## config.mk

```make
export PLATFORM = sky130hd
export DESIGN_NAME = flash_command_frame_deframer_flat
export DESIGN_NICKNAME = d
export VERILOG_FILES = /design/src/hdl/fcfd_pkg.sv /design/src/hdl/fcfd_ifs.sv /design/src/hdl/fcfd_core.sv /design/src/hdl/fcfd_out_buf.sv /design/src/hdl/flash_command_frame_deframer.sv /design/src/flat_wrapper.sv
export SDC_FILE = /design/constraint.sdc
export NUM_CORES = 1
export LEC_CHECK = 0
export ABC_CLOCK_PERIOD_IN_PS = 5450
export BUFFER_PORTS_ARGS = -buffer_cell sky130_fd_sc_hd__buf_2
export CAP_MARGIN = 20
export CORE_MARGIN = 2
export CORE_UTILIZATION = 24
export DETAILED_ROUTE_END_ITERATION = 16
export GPL_TIMING_DRIVEN = 1
export MAX_ROUTING_LAYER = met4
export PLACE_DENSITY = 0.44
export RECOVER_POWER = 100
export SLEW_MARGIN = 20
export SYNTH_ARGS = -nofsm -noshare
export SYNTH_HDL_FRONTEND = slang
export SYNTH_SLANG_ARGS = --single-unit
```

## constraint.sdc

```tcl
create_clock -name clk -period 5.45 [get_ports clk]
set_input_delay 1.09 -clock clk [delete_from_list [all_inputs] [get_ports clk]]
set_output_delay 1.09 -clock clk [all_outputs]
set_load 0.005 [all_outputs]
```

## src/hdl/fcfd_pkg.sv

```systemverilog
// Package for the flash command frame deframer.
// Holds the result types, segment kinds, parser phases and frame constants.
package fcfd_pkg;

    typedef enum logic [1:0] {
        KIND_HEADER = 2'd0,
        KIND_DATA   = 2'd1,
        KIND_FOOTER = 2'd2,
        KIND_BAUD   = 2'd3
    } kind_t;

    typedef enum logic [1:0] {
        PHASE_HEADER = 2'd0,
        PHASE_DATA   = 2'd1,
        PHASE_FOOTER = 2'd2
    } phase_t;

    localparam logic [7:0] SYNC_BYTE        = 8'h55;
    localparam logic [7:0] BAUD_COMMAND     = 8'h34;
    localparam logic [7:0] HEADER_END_RESET = 8'd4;
    localparam logic [7:0] HEADER_END_SYNC  = 8'd1;
    localparam logic [7:0] HEADER_END_SHORT = 8'd3;
    localparam logic [7:0] HEADER_END_LONG  = 8'd4;
    localparam logic [7:0] LAST_PACKED_IDX  = 8'd8;

    typedef struct packed {
        kind_t        kind;
        logic [63:0]  packed_value;
        logic [7:0]   expected_sum;
        logic [31:0]  baud_rate;
        logic         last;
    } result_t;

    typedef struct packed {
        logic [1:0] count;
        result_t    first;
        result_t    second;
    } bundle_t;

endpackage

```

## src/hdl/fcfd_ifs.sv

```systemverilog
// Channel interfaces of the flash command frame deframer.
// Plain valid/ready channels; no package dependency.
interface fcfd_in_if;
    logic       valid;
    logic       ready;
    logic [7:0] data_byte;
    logic       idle_after;

    modport source (output valid, output data_byte, output idle_after, input ready);
    modport sink (input valid, input data_byte, input idle_after, output ready);
endinterface

interface fcfd_out_if;
    logic        valid;
    logic        ready;
    logic [1:0]  kind;
    logic [63:0] packed_value;
    logic [7:0]  expected_sum;
    logic [31:0] baud_rate;
    logic        last;

    modport source (output valid, output kind, output packed_value, output expected_sum,
                    output baud_rate, output last, input ready);
    modport sink (input valid, input kind, input packed_value, input expected_sum,
                  input baud_rate, input last, output ready);
endinterface

interface fcfd_cfg_if;
    logic        valid;
    logic        ready;
    logic [31:0] override_baud;

    modport source (output valid, output override_baud, input ready);
    modport sink (input valid, input override_baud, output ready);
endinterface

```

## src/hdl/fcfd_core.sv

```systemverilog
// Frame parser of the flash command frame deframer: parse state and one-byte update.
// Depends on fcfd_pkg.
module fcfd_core (
    input  logic               clk,
    input  logic               rst_n,
    input  logic               advance,
    input  logic [7:0]         data_byte,
    input  logic               idle_after,
    input  logic [31:0]        override_baud,
    output fcfd_pkg::bundle_t  results
);
    import fcfd_pkg::*;

    logic [7:0]  byte_index_reg, byte_index_next;
    phase_t      phase_reg, phase_next;
    logic [7:0]  header_end_reg, header_end_next;
    logic [7:0]  data_end_reg, data_end_next;
    logic [7:0]  footer_end_reg, footer_end_next;
    logic [15:0] payload_length_reg, payload_length_next;
    logic [7:0]  length_high_reg, length_high_next;
    logic [7:0]  command_byte_reg, command_byte_next;
    logic [7:0]  latched_command_reg, latched_command_next;
    logic [63:0] acc_reg, acc_next;
    logic [7:0]  checksum_reg, checksum_next;
    logic [7:0]  running_sum_reg, running_sum_next;
    logic [31:0] rate_bytes_reg, rate_bytes_next;

    logic [7:0]  idx;
    logic [7:0]  sum_base;
    logic [7:0]  cur_end;
    logic        seg_done;
    logic        baud_event;
    result_t     seg_result;
    result_t     baud_result;

    always_comb
    begin
        idx                  = byte_index_reg + 8'd1;
        sum_base             = (idx < 8'd2) ? 8'd0 : running_sum_reg;
        length_high_next     = (idx == 8'd2) ? data_byte : length_high_reg;
        command_byte_next    = (idx == 8'd4) ? data_byte : command_byte_reg;
        rate_bytes_next      = rate_bytes_reg;
        case (idx)
            8'd5:    rate_bytes_next[31:24] = data_byte;
            8'd6:    rate_bytes_next[23:16] = data_byte;
            8'd7:    rate_bytes_next[15:8]  = data_byte;
            8'd8:    rate_bytes_next[7:0]   = data_byte;
            default: rate_bytes_next        = rate_bytes_reg;
        endcase

        acc_next             = acc_reg;
        header_end_next      = header_end_reg;
        data_end_next        = data_end_reg;
        footer_end_next      = footer_end_reg;
        payload_length_next  = payload_length_reg;
        latched_command_next = latched_command_reg;
        checksum_next        = checksum_reg;
        phase_next           = phase_reg;
        seg_result           = '0;

        case (phase_reg)
            PHASE_DATA:
            begin
                if ({1'b0, idx} == ({1'b0, header_end_reg} + 9'd1))
                begin
                    data_end_next = header_end_reg + payload_length_reg[7:0];
                end
                if (idx <= LAST_PACKED_IDX)
                begin
                    acc_next = {acc_reg[55:0], data_byte};
                end
                if (idx == data_end_next)
                begin
                    acc_next      = acc_next | {24'd0, command_byte_next, 32'd0};
                    checksum_next = 8'd0 - ((data_end_next > 8'd2) ? sum_base : 8'd0);
                end
                cur_end          = data_end_next;
                seg_result.kind  = KIND_DATA;
            end
            PHASE_FOOTER:
            begin
                if ({1'b0, idx} == ({1'b0, data_end_reg} + 9'd1))
                begin
                    footer_end_next = data_end_reg + 8'd1;
                    acc_next        = {acc_reg[55:0], data_byte};
                end
                cur_end          = footer_end_next;
                seg_result.kind  = KIND_FOOTER;
            end
            default:
            begin
                acc_next = {acc_reg[55:0], data_byte};
                if (idx == 8'd1)
                begin
                    if (data_byte == SYNC_BYTE)
                    begin
                        header_end_next = HEADER_END_SYNC;
                    end
                end
                else if (idx == 8'd3)
                begin
                    payload_length_next = {length_high_reg, data_byte};
                    header_end_next     = (payload_length_next == 16'd0) ?
                                          HEADER_END_SHORT : HEADER_END_LONG;
                end
                else if (idx == 8'd4)
                begin
                    latched_command_next = data_byte;
                end
                cur_end          = header_end_next;
                seg_result.kind  = KIND_HEADER;
            end
        endcase

        running_sum_next = (idx >= 8'd2) ? (sum_base + data_byte) : sum_base;

        seg_done                 = (idx == cur_end);
        seg_result.packed_value  = acc_next;
        seg_result.expected_sum  = checksum_next;
        seg_result.baud_rate     = 32'd0;
        seg_result.last          = 1'b1;
        if (seg_done)
        begin
            acc_next = 64'd0;
            case (phase_reg)
                PHASE_DATA:   phase_next = PHASE_FOOTER;
                PHASE_FOOTER: phase_next = PHASE_HEADER;
                default:      phase_next = PHASE_DATA;
            endcase
        end

        byte_index_next = idx;
        baud_event      = 1'b0;
        if (idle_after)
        begin
            byte_index_next     = 8'd0;
            acc_next            = 64'd0;
            checksum_next       = 8'd0;
            payload_length_next = 16'd0;
            phase_next          = PHASE_HEADER;
            header_end_next     = HEADER_END_RESET;
            baud_event          = (latched_command_next == BAUD_COMMAND);
        end

        baud_result.kind         = KIND_BAUD;
        baud_result.packed_value = 64'd0;
        baud_result.expected_sum = 8'd0;
        baud_result.baud_rate    = (override_baud != 32'd0) ? override_baud : rate_bytes_next;
        baud_result.last         = 1'b1;

        results.count = {1'b0, seg_done} + {1'b0, baud_event};
        if (seg_done)
        begin
            results.first      = seg_result;
            results.first.last = !baud_event;
            results.second     = baud_result;
        end
        else
        begin
            results.first  = baud_result;
            results.second = baud_result;
        end
    end

    always_ff @(posedge clk or negedge rst_n)
    begin
        if (!rst_n)
        begin
            byte_index_reg      <= 8'd0;
            phase_reg           <= PHASE_HEADER;
            header_end_reg      <= HEADER_END_RESET;
            data_end_reg        <= 8'd0;
            footer_end_reg      <= 8'd0;
            payload_length_reg  <= 16'd0;
            length_high_reg     <= 8'd0;
            command_byte_reg    <= 8'd0;
            latched_command_reg <= 8'd0;
            acc_reg             <= 64'd0;
            checksum_reg        <= 8'd0;
            running_sum_reg     <= 8'd0;
            rate_bytes_reg      <= 32'd0;
        end
        else if (advance)
        begin
            byte_index_reg      <= byte_index_next;
            phase_reg           <= phase_next;
            header_end_reg      <= header_end_next;
            data_end_reg        <= data_end_next;
            footer_end_reg      <= footer_end_next;
            payload_length_reg  <= payload_length_next;
            length_high_reg     <= length_high_next;
            command_byte_reg    <= command_byte_next;
            latched_command_reg <= latched_command_next;
            acc_reg             <= acc_next;
            checksum_reg        <= checksum_next;
            running_sum_reg     <= running_sum_next;
            rate_bytes_reg      <= rate_bytes_next;
        end
    end

endmodule

```

## src/hdl/fcfd_out_buf.sv

```systemverilog
// Two-entry result register of the flash command frame deframer.
// Depends on fcfd_pkg and the fcfd_out_if interface.
module fcfd_out_buf (
    input  logic               clk,
    input  logic               rst_n,
    input  logic               load,
    input  fcfd_pkg::bundle_t  results,
    output logic               can_load,
    fcfd_out_if.source         seg
);
    import fcfd_pkg::*;

    result_t    slot0_reg, slot0_next;
    result_t    slot1_reg, slot1_next;
    logic [1:0] count_reg, count_next;
    logic       take;

    always_comb
    begin
        take       = (count_reg != 2'd0) && seg.ready;
        can_load   = (count_reg == 2'd0) || ((count_reg == 2'd1) && seg.ready);
        count_next = count_reg;
        slot0_next = slot0_reg;
        slot1_next = slot1_reg;
        if (load)
        begin
            count_next = results.count;
            slot0_next = results.first;
            slot1_next = results.second;
        end
        else if (take)
        begin
            count_next = count_reg - 2'd1;
            slot0_next = slot1_reg;
        end
    end

    always_ff @(posedge clk or negedge rst_n)
    begin
        if (!rst_n)
        begin
            count_reg <= 2'd0;
        end
        else
        begin
            count_reg <= count_next;
        end
    end

    always_ff @(posedge clk)
    begin
        slot0_reg <= slot0_next;
        slot1_reg <= slot1_next;
    end

    assign seg.valid        = (count_reg != 2'd0);
    assign seg.kind         = slot0_reg.kind;
    assign seg.packed_value = slot0_reg.packed_value;
    assign seg.expected_sum = slot0_reg.expected_sum;
    assign seg.baud_rate    = slot0_reg.baud_rate;
    assign seg.last         = slot0_reg.last;

endmodule

```

## src/hdl/flash_command_frame_deframer.sv

```systemverilog
// Top level of the flash command frame deframer: input register, parser, result register.
// Depends on fcfd_pkg, the channel interfaces, fcfd_core and fcfd_out_buf.
//
//  Channel    Direction  Beat
//  rx         in         one received byte and its idle-gap flag
//  segments   out        one header, data, footer or baud change result
//  cfg        in         write of the override bit rate
//
// An accepted byte passes through the input register and the result register before its first result beat.
// One byte can be accepted every cycle while the segments channel is ready; a byte that causes two results
// holds the parser while the second beat drains.
// Reset clears the parse state, the override rate and all valid flags.
// A stalled segments channel stops the parser and then the rx channel.
module flash_command_frame_deframer (
    input  logic     clk,
    input  logic     rst_n,
    fcfd_in_if.sink  rx,
    fcfd_out_if.source segments,
    fcfd_cfg_if.sink cfg
);
    import fcfd_pkg::*;

    logic        in_valid_reg, in_valid_next;
    logic [7:0]  in_byte_reg;
    logic        in_idle_reg;
    logic [31:0] override_reg;
    logic        advance;
    logic        can_load;
    bundle_t     results;

    assign advance  = in_valid_reg && can_load;
    assign rx.ready = !in_valid_reg || advance;
    assign cfg.ready = 1'b1;

    always_comb
    begin
        in_valid_next = in_valid_reg;
        if (rx.valid && rx.ready)
        begin
            in_valid_next = 1'b1;
        end
        else if (advance)
        begin
            in_valid_next = 1'b0;
        end
    end

    always_ff @(posedge clk or negedge rst_n)
    begin
        if (!rst_n)
        begin
            in_valid_reg <= 1'b0;
            override_reg <= 32'd0;
        end
        else
        begin
            in_valid_reg <= in_valid_next;
            if (cfg.valid && cfg.ready)
            begin
                override_reg <= cfg.override_baud;
            end
        end
    end

    always_ff @(posedge clk)
    begin
        if (rx.valid && rx.ready)
        begin
            in_byte_reg <= rx.data_byte;
            in_idle_reg <= rx.idle_after;
        end
    end

    fcfd_core u_core (
        .clk           (clk),
        .rst_n         (rst_n),
        .advance       (advance),
        .data_byte     (in_byte_reg),
        .idle_after    (in_idle_reg),
        .override_baud (override_reg),
        .results       (results)
    );

    fcfd_out_buf u_out_buf (
        .clk      (clk),
        .rst_n    (rst_n),
        .load     (advance),
        .results  (results),
        .can_load (can_load),
        .seg      (segments)
    );

endmodule

```

## src/flat_wrapper.sv

```systemverilog
// flat-port wrapper written by rule: the top's interface ports become plain ports
module flash_command_frame_deframer_flat import fcfd_pkg::*;
  (clk, rst_n, rx_valid, rx_data_byte, rx_idle_after, rx_ready, segments_valid, segments_kind, segments_packed_value, segments_expected_sum, segments_baud_rate, segments_last, segments_ready, cfg_valid, cfg_override_baud, cfg_ready);
  fcfd_in_if rx_i ();
  fcfd_out_if segments_i ();
  fcfd_cfg_if cfg_i ();
  input  logic clk;
  input  logic rst_n;
  input wire logic [$bits(rx_i.valid)-1:0] rx_valid;
  input wire logic [$bits(rx_i.data_byte)-1:0] rx_data_byte;
  input wire logic [$bits(rx_i.idle_after)-1:0] rx_idle_after;
  output wire logic [$bits(rx_i.ready)-1:0] rx_ready;
  output wire logic [$bits(segments_i.valid)-1:0] segments_valid;
  output wire logic [$bits(segments_i.kind)-1:0] segments_kind;
  output wire logic [$bits(segments_i.packed_value)-1:0] segments_packed_value;
  output wire logic [$bits(segments_i.expected_sum)-1:0] segments_expected_sum;
  output wire logic [$bits(segments_i.baud_rate)-1:0] segments_baud_rate;
  output wire logic [$bits(segments_i.last)-1:0] segments_last;
  input wire logic [$bits(segments_i.ready)-1:0] segments_ready;
  input wire logic [$bits(cfg_i.valid)-1:0] cfg_valid;
  input wire logic [$bits(cfg_i.override_baud)-1:0] cfg_override_baud;
  output wire logic [$bits(cfg_i.ready)-1:0] cfg_ready;
  assign rx_i.valid = rx_valid;
  assign rx_i.data_byte = rx_data_byte;
  assign rx_i.idle_after = rx_idle_after;
  assign rx_ready = rx_i.ready;
  assign segments_valid = segments_i.valid;
  assign segments_kind = segments_i.kind;
  assign segments_packed_value = segments_i.packed_value;
  assign segments_expected_sum = segments_i.expected_sum;
  assign segments_baud_rate = segments_i.baud_rate;
  assign segments_last = segments_i.last;
  assign segments_i.ready = segments_ready;
  assign cfg_i.valid = cfg_valid;
  assign cfg_i.override_baud = cfg_override_baud;
  assign cfg_ready = cfg_i.ready;
  flash_command_frame_deframer u_core (.clk(clk), .rst_n(rst_n), .rx(rx_i), .segments(segments_i), .cfg(cfg_i));
endmodule
```

### Word-level counts from Yosys, hierarchy flattened

Cells that the tools add are included.

* bits in registers: 436
* output and inout port bits: 110
* logic and storage cells: 134
* input bits: 46

* reductions and logical operators: 23
* bitwise logic cells: 1
* mux-type cells: 50
* add/sub/neg operators: 9
* order comparisons: 4
* eq/ne operators: 19

Operator list (count)
* $mux W64: 6
* $mux W8: 28
* $mux W107: 2
* $mux W214: 1
* $pmux W64 S2: 1
* $or A64 B40 Y64: 1
* $eq A8 B3 Y1 const B: 4
* $mux W32: 1
* $reduce_bool A32 Y1: 1
* $add A8 B1 Y9 const B: 2
* $eq A8 B9 Y1: 2
* $add A8 B1 Y8 const B: 2
* $add A8 B8 Y8: 2
* $eq A8 B2 Y1 const B: 2
* $eq A8 B8 Y1: 2
* $logic_not A16 Y1: 1
* $pmux W8 S2: 1
* $reduce_and A2 Y1: 5
* $reduce_bool A2 Y1: 5
* $eq A8 B1 Y1 const B: 1
* $eq A8 B4 Y1 const B: 1
* $eq A8 B6 Y1 const B: 1
* $eq A8 B7 Y1 const B: 1
* $ge A8 B2 Y1 const B: 1
* 19 further kinds: 32

### Logic depth before layout (Yosys ltp)

* word-level depth: 11
* depth in mapped cells: 21
* gate-level depth less buffers: 19

### By module

From an unflattened synthesis, not the netlist that was laid out.

* cell total of the unflattened synthesis: 1907
* area, all modules: 22638.0 µm²

Modules (own cells, without submodules)
* fcfd_core: seq. area each 4455.5 µm², instances 1, area an instance 12748.5 µm², cells each 1471
* fcfd_out_buf: seq. area each 6476.2 µm², instances 1, area an instance 8212.9 µm², cells each 352
* flash_command_frame_deframer: seq. area each 1096.1 µm², instances 1, area an instance 1676.6 µm², cells each 84

### Worst setup path before layout

Ideal clock, no wire load.

* path kind: register -> register
* start: register u_core.u_core.byte_index_reg[0]
* end: register u_core.u_out_buf.count_reg[0]
* data arrival time: 4659 ps
* required time: 5326 ps
* setup slack: 667 ps
* stages on the path, launching flop included: 21
* library setup time: 124 ps
* period minus slack after synthesis: 4783 ps
* path buffers: 4
* path through: dfrtp_1 > buf_1 > inv_1 > ha_1 > clkbuf_1 > xnor2_1 > nand4_1 > nor4b_1 > and3_1 > buf_6 > mux2_4 > a22oi_2 > xnor2_2 > a221oi_2 > or4_4 > clkinv_2 > buf_2 > ha_1 > nor3b_1 > a31oi_1 > o21a_1

* word-level cells in the longest chain between the ends: 10
* elaborated cells on any way between the ends: 21

RTL lines
* start: declaration: line fcfd_core.sv:14 `logic [7:0] byte_index_reg, byte_index_next;`
* start signal: assignment: line fcfd_core.sv:185 `byte_index_reg <= byte_index_next;`
* $add A8 B1 Y8 (*): line fcfd_core.sv:38 `idx = byte_index_reg + 8'd1;`
* $eq A8 B3 Y1: line fcfd_core.sv:106 `else if (idx == 8'd4)`
* $mux W8: line fcfd_core.sv:106
* $mux W8: line fcfd_core.sv:100 `else if (idx == 8'd3)`
* $mux W8: line fcfd_core.sv:93 `if (idx == 8'd1)`
* $mux W8: line fcfd_core.sv:61 `case (phase_reg)`
* $eq A8 B6 Y1: line fcfd_core.sv:142 `baud_event = (latched_command_next == BAUD_COMMAND);`
* $mux W1: line fcfd_core.sv:134 `if (idle_after)`
* $add A1 B1 Y2 (*): line fcfd_core.sv:151 `results.count = {1'b0, seg_done} + {1'b0, baud_event};`
* $mux W2 (*): line fcfd_out_buf.sv:25 `if (load)`
* end signal: assignment: line fcfd_out_buf.sv:46 `count_reg <= count_next;`
* end: declaration: line fcfd_out_buf.sv:15 `logic [1:0] count_reg, count_next;`

Every way passes the cells marked *; elsewhere a longest branch is shown, timed or not. The select of a mux whose other input is x is not followed.
A chain may end at the register's enable or synchronous reset.

### Final worst setup path

* start: register u_core.u_core.byte_index_reg[1]
* end: register u_core.u_out_buf.count_reg[0]

The elaborated chain is that of the path after synthesis.

==> impl_results.md <==
* Status: complete, but fails checks
* Failing checks: max-capacitance violations, max-slew violations
* Setup ws final at ~340 ps
* Fraction of registers with async set/reset at between 50% and 60%
* RSZ-0062 raised after global routing: false
* Reg area at ~9800 um2
* Measured slew at the worst slew-check pin at 2980 ps
* Antenna violations before repair at 2
* Multi-input gate area in the final layout at 8780 um2
* Minimum clock period at 5110 ps
* Crit start category: register
* Worst-Skew Late Latency at slightly below 600 ps
* Post-CTS setup buffer count at 0
* Gate Count Post-Synth at around 1800
* DR WL/cell at between 20 and 25 um
* Ratio of total power to cell area at 585 nW/um2
* Die W at 287 um
* GRT overflow at 0
* Peak VDD IR at 349 uV
* Crit Path Max Fanout at 10
* Placed Cells at roughly 2900
* Crit. Startpoint: u_core.u_core.byte_index_reg[1]$_DFFE_PN0P_
* Starting DRT DRC Count at 1131
* Final Hold Fails at 0
* DRC viols at 0
* Post-route ant nets at 0
* GPL Wtd Cong at 0.855
* PortBufs at about 150
* First-pass detailed-route iteration total at 5
* Initial core utilization at 24.3%
* Hold_sp: u_core.u_core.checksum_reg[7]$_DFFE_PN0P_
* Synth unique cells at 84
* Post_cts resized at 0
* Classification of the worst setup path: register to register
* Synth warnings at 0
* Critical path arrival at 5560 ps
* Area grow syn2layout at 16.7%
* Post-DP HPWL at 40200 um
* CTS tree: built
* DR vias at about 15000
* Post-synthesis sequential area ratio at between 50% and 60%
* Worst hold path class: register to register
* Reg clk slew, reported paths at 60 ps
* Largest net degree at the start of global routing at around 100
* H-Tree Depth at 2
* Layout Skew at 29.2 ps
* Standard-cell rows at between 100 and 150
* Die Height at 287 um
* Vias per cell at a little under 5
* Slew HR at -98.6%
* First-pass GRT wire length at 93700 um
* Synthesized area at 19300 um2
* Final setup fails at 0
* Share of cells above drive strength 1 at 16.4%
* Leakage at 9.15 nW
* Syn_area_per_cell at 10.8 um2
* Yosys top cell area share at 27.5%
* Clock root buffer master: clkbuf_16
* Post-route setup TNS at 0 ps
* Longest Clk Path Bufs at 3
* Final wirelength at 61100 um
* F_max at 0.196 GHz
* Clock Sinks at 361
* Most used DFF post-synth: dfrtp_1
* Final Util at about 28%
* Synth area leaders: dfrtp_1 28%, edfxtp_1 23%, mux2i_1 7.2%
* Post-synth top area cell: dfrtp_1
* Maxcap violations at 4
* CP endpoint kind: register
* Dpl ws at 482 ps
* Hold_buf cts at 0
* Synth Net Count at around 1900
* Antenna cells at 0
* Worst Path Required at 5900 ps
* Tcrit/Tclk final at 93.8%
* Fill cells at 8308
* Fin nets at 1966
* Non-filler instance count after layout at 2975
* Vias in the first global route at 14771
* Overall power at 0.0132 W
* Die ar. at 82500 um2
* All-layer global routing usage at 15.1%
* Total CTS buffers at 43
* Slew Limit Fails at 285
* Core Region at roughly 79000 um2
* R2r startpoint: u_core.u_core.byte_index_reg[1]$_DFFE_PN0P_
* I/O Pins at 156
* Register bit total from synthesis at about 360
* Post-synth EDFFs at 148
## per-stage QoR
stage	hold WS (ps)	area (um2)
5_1_grt	506	22500
3_3_place_gp	461	21200
4_1_cts	484	22600
2_1_floorplan	449	19300
3_5_place_dp	471	21200
6_report	477	22500
## where the power goes
part           internal (W)  total (W)  leakage [nW]  switching [W]
combinational       0.00197    0.00578          4.12        0.00381
clock               0.00179    0.00301         0.715        0.00122
sequential          0.00378    0.00438          4.31       0.000597
total               0.00754     0.0132          9.15        0.00562
## synth_stat cells (all sizes together) (12+ instances only)
master and instances:
xor2 17, o221ai 52, nand2 205, inv 26
o21bai 34, and3 22, o211ai 51, a22oi 15
xnor2 30, ha 28, edfxtp 148, nor4 15
nor3 17, mux2 103, clkbuf 98, and2 13
dfrtp 212, o31ai 13, nand3 23, nor2 119
o21ai 131, nand4 18, mux2i 139, a21oi 43
nand2b 12, buf 46, nor2b 12, a22o 21
## cell type report
type | count | area share (%)
sequential | 361 | 43.5
multi-input combinational | 1255 | 39.1
clock inverter | 22 | 1.32
timing repair buffer | 201 | 4.69
clock buffer | 58 | 5.13
inverter | 28 | 0.484
tap | 1050 | 5.84
## layer usage
metal  routed length [um]  global-route usage (%)  share of wire (%)
met1                28200                    20.2                 46
met2                29300                    24.1                 48
met5                    0                       -                  0
met3                 2770                    2.28                4.5
met4                  885                    3.16                1.4
## path summary, 6_finish.rpt
kind / endpoint / slack, ps / cells past startpoint
max: u_core.u_out_buf.count_reg[0]$_DFFE_PN0P_ / 340 / 16
min: u_core.u_core.checksum_reg[7]$_DFFE_PN0P_ / 480 / 2
max reg2reg: u_core.u_out_buf.count_reg[0]$_DFFE_PN0P_ / 340 / 16
min reg2reg: u_core.u_core.checksum_reg[7]$_DFFE_PN0P_ / 480 / 2
max in group asynchronous: u_core.u_core.acc_reg[27]$_DFFE_PN0P_ / 1780 / 2
min in group asynchronous: u_core.u_core.acc_reg[59]$_DFFE_PN0P_ / 1380 / 1
## cells in the final DEF (no fill, tap or decap), types with 18 or more instances in the layout
cell type	Yosys	final
clkbuf_16	0	43
nand3_1	20	21
mux2i_1	139	139
buf_4	4	35
o211ai_1	51	51
a22o_1	21	21
o21bai_1	34	34
dfrtp_1	212	212
buf_2	24	77
nand2_1	203	203
edfxtp_1	148	148
inv_1	26	25
nand4_1	18	18
o221ai_1	52	52
ha_1	28	28
and3_1	22	21
o21ai_0	127	130
clkbuf_1	94	91
xnor2_1	29	29
a21oi_1	43	43
mux2_2	102	101
nor2_1	118	118
## critical path, cell delays in order, from the launching register on
cell and delay (ps):
dfrtp_1 510, ha_1 440, xor3_1 550, or2_2 310, a211oi_2 330, a2bb2oi_2 280
nand3_1 240, a211oi_1 420, o211ai_1 160, a211oi_1 260, nand4_1 190, or4_4 490
clkinv_2 110, ha_1 240, nor3b_1 200, a31oi_1 60, o21a_1 200
## logic make-up after synthesis
kind of cell,share of synthesized area (%)
mux,13.3
xor+xnor,2.30
compound gates,16.3
simple gates,11.7
fa+ha+maj,2.03
buf+inv,3.70
other cells,0.0195
flops,50.8
Note: power is estimated with default switching activity, not from simulation.
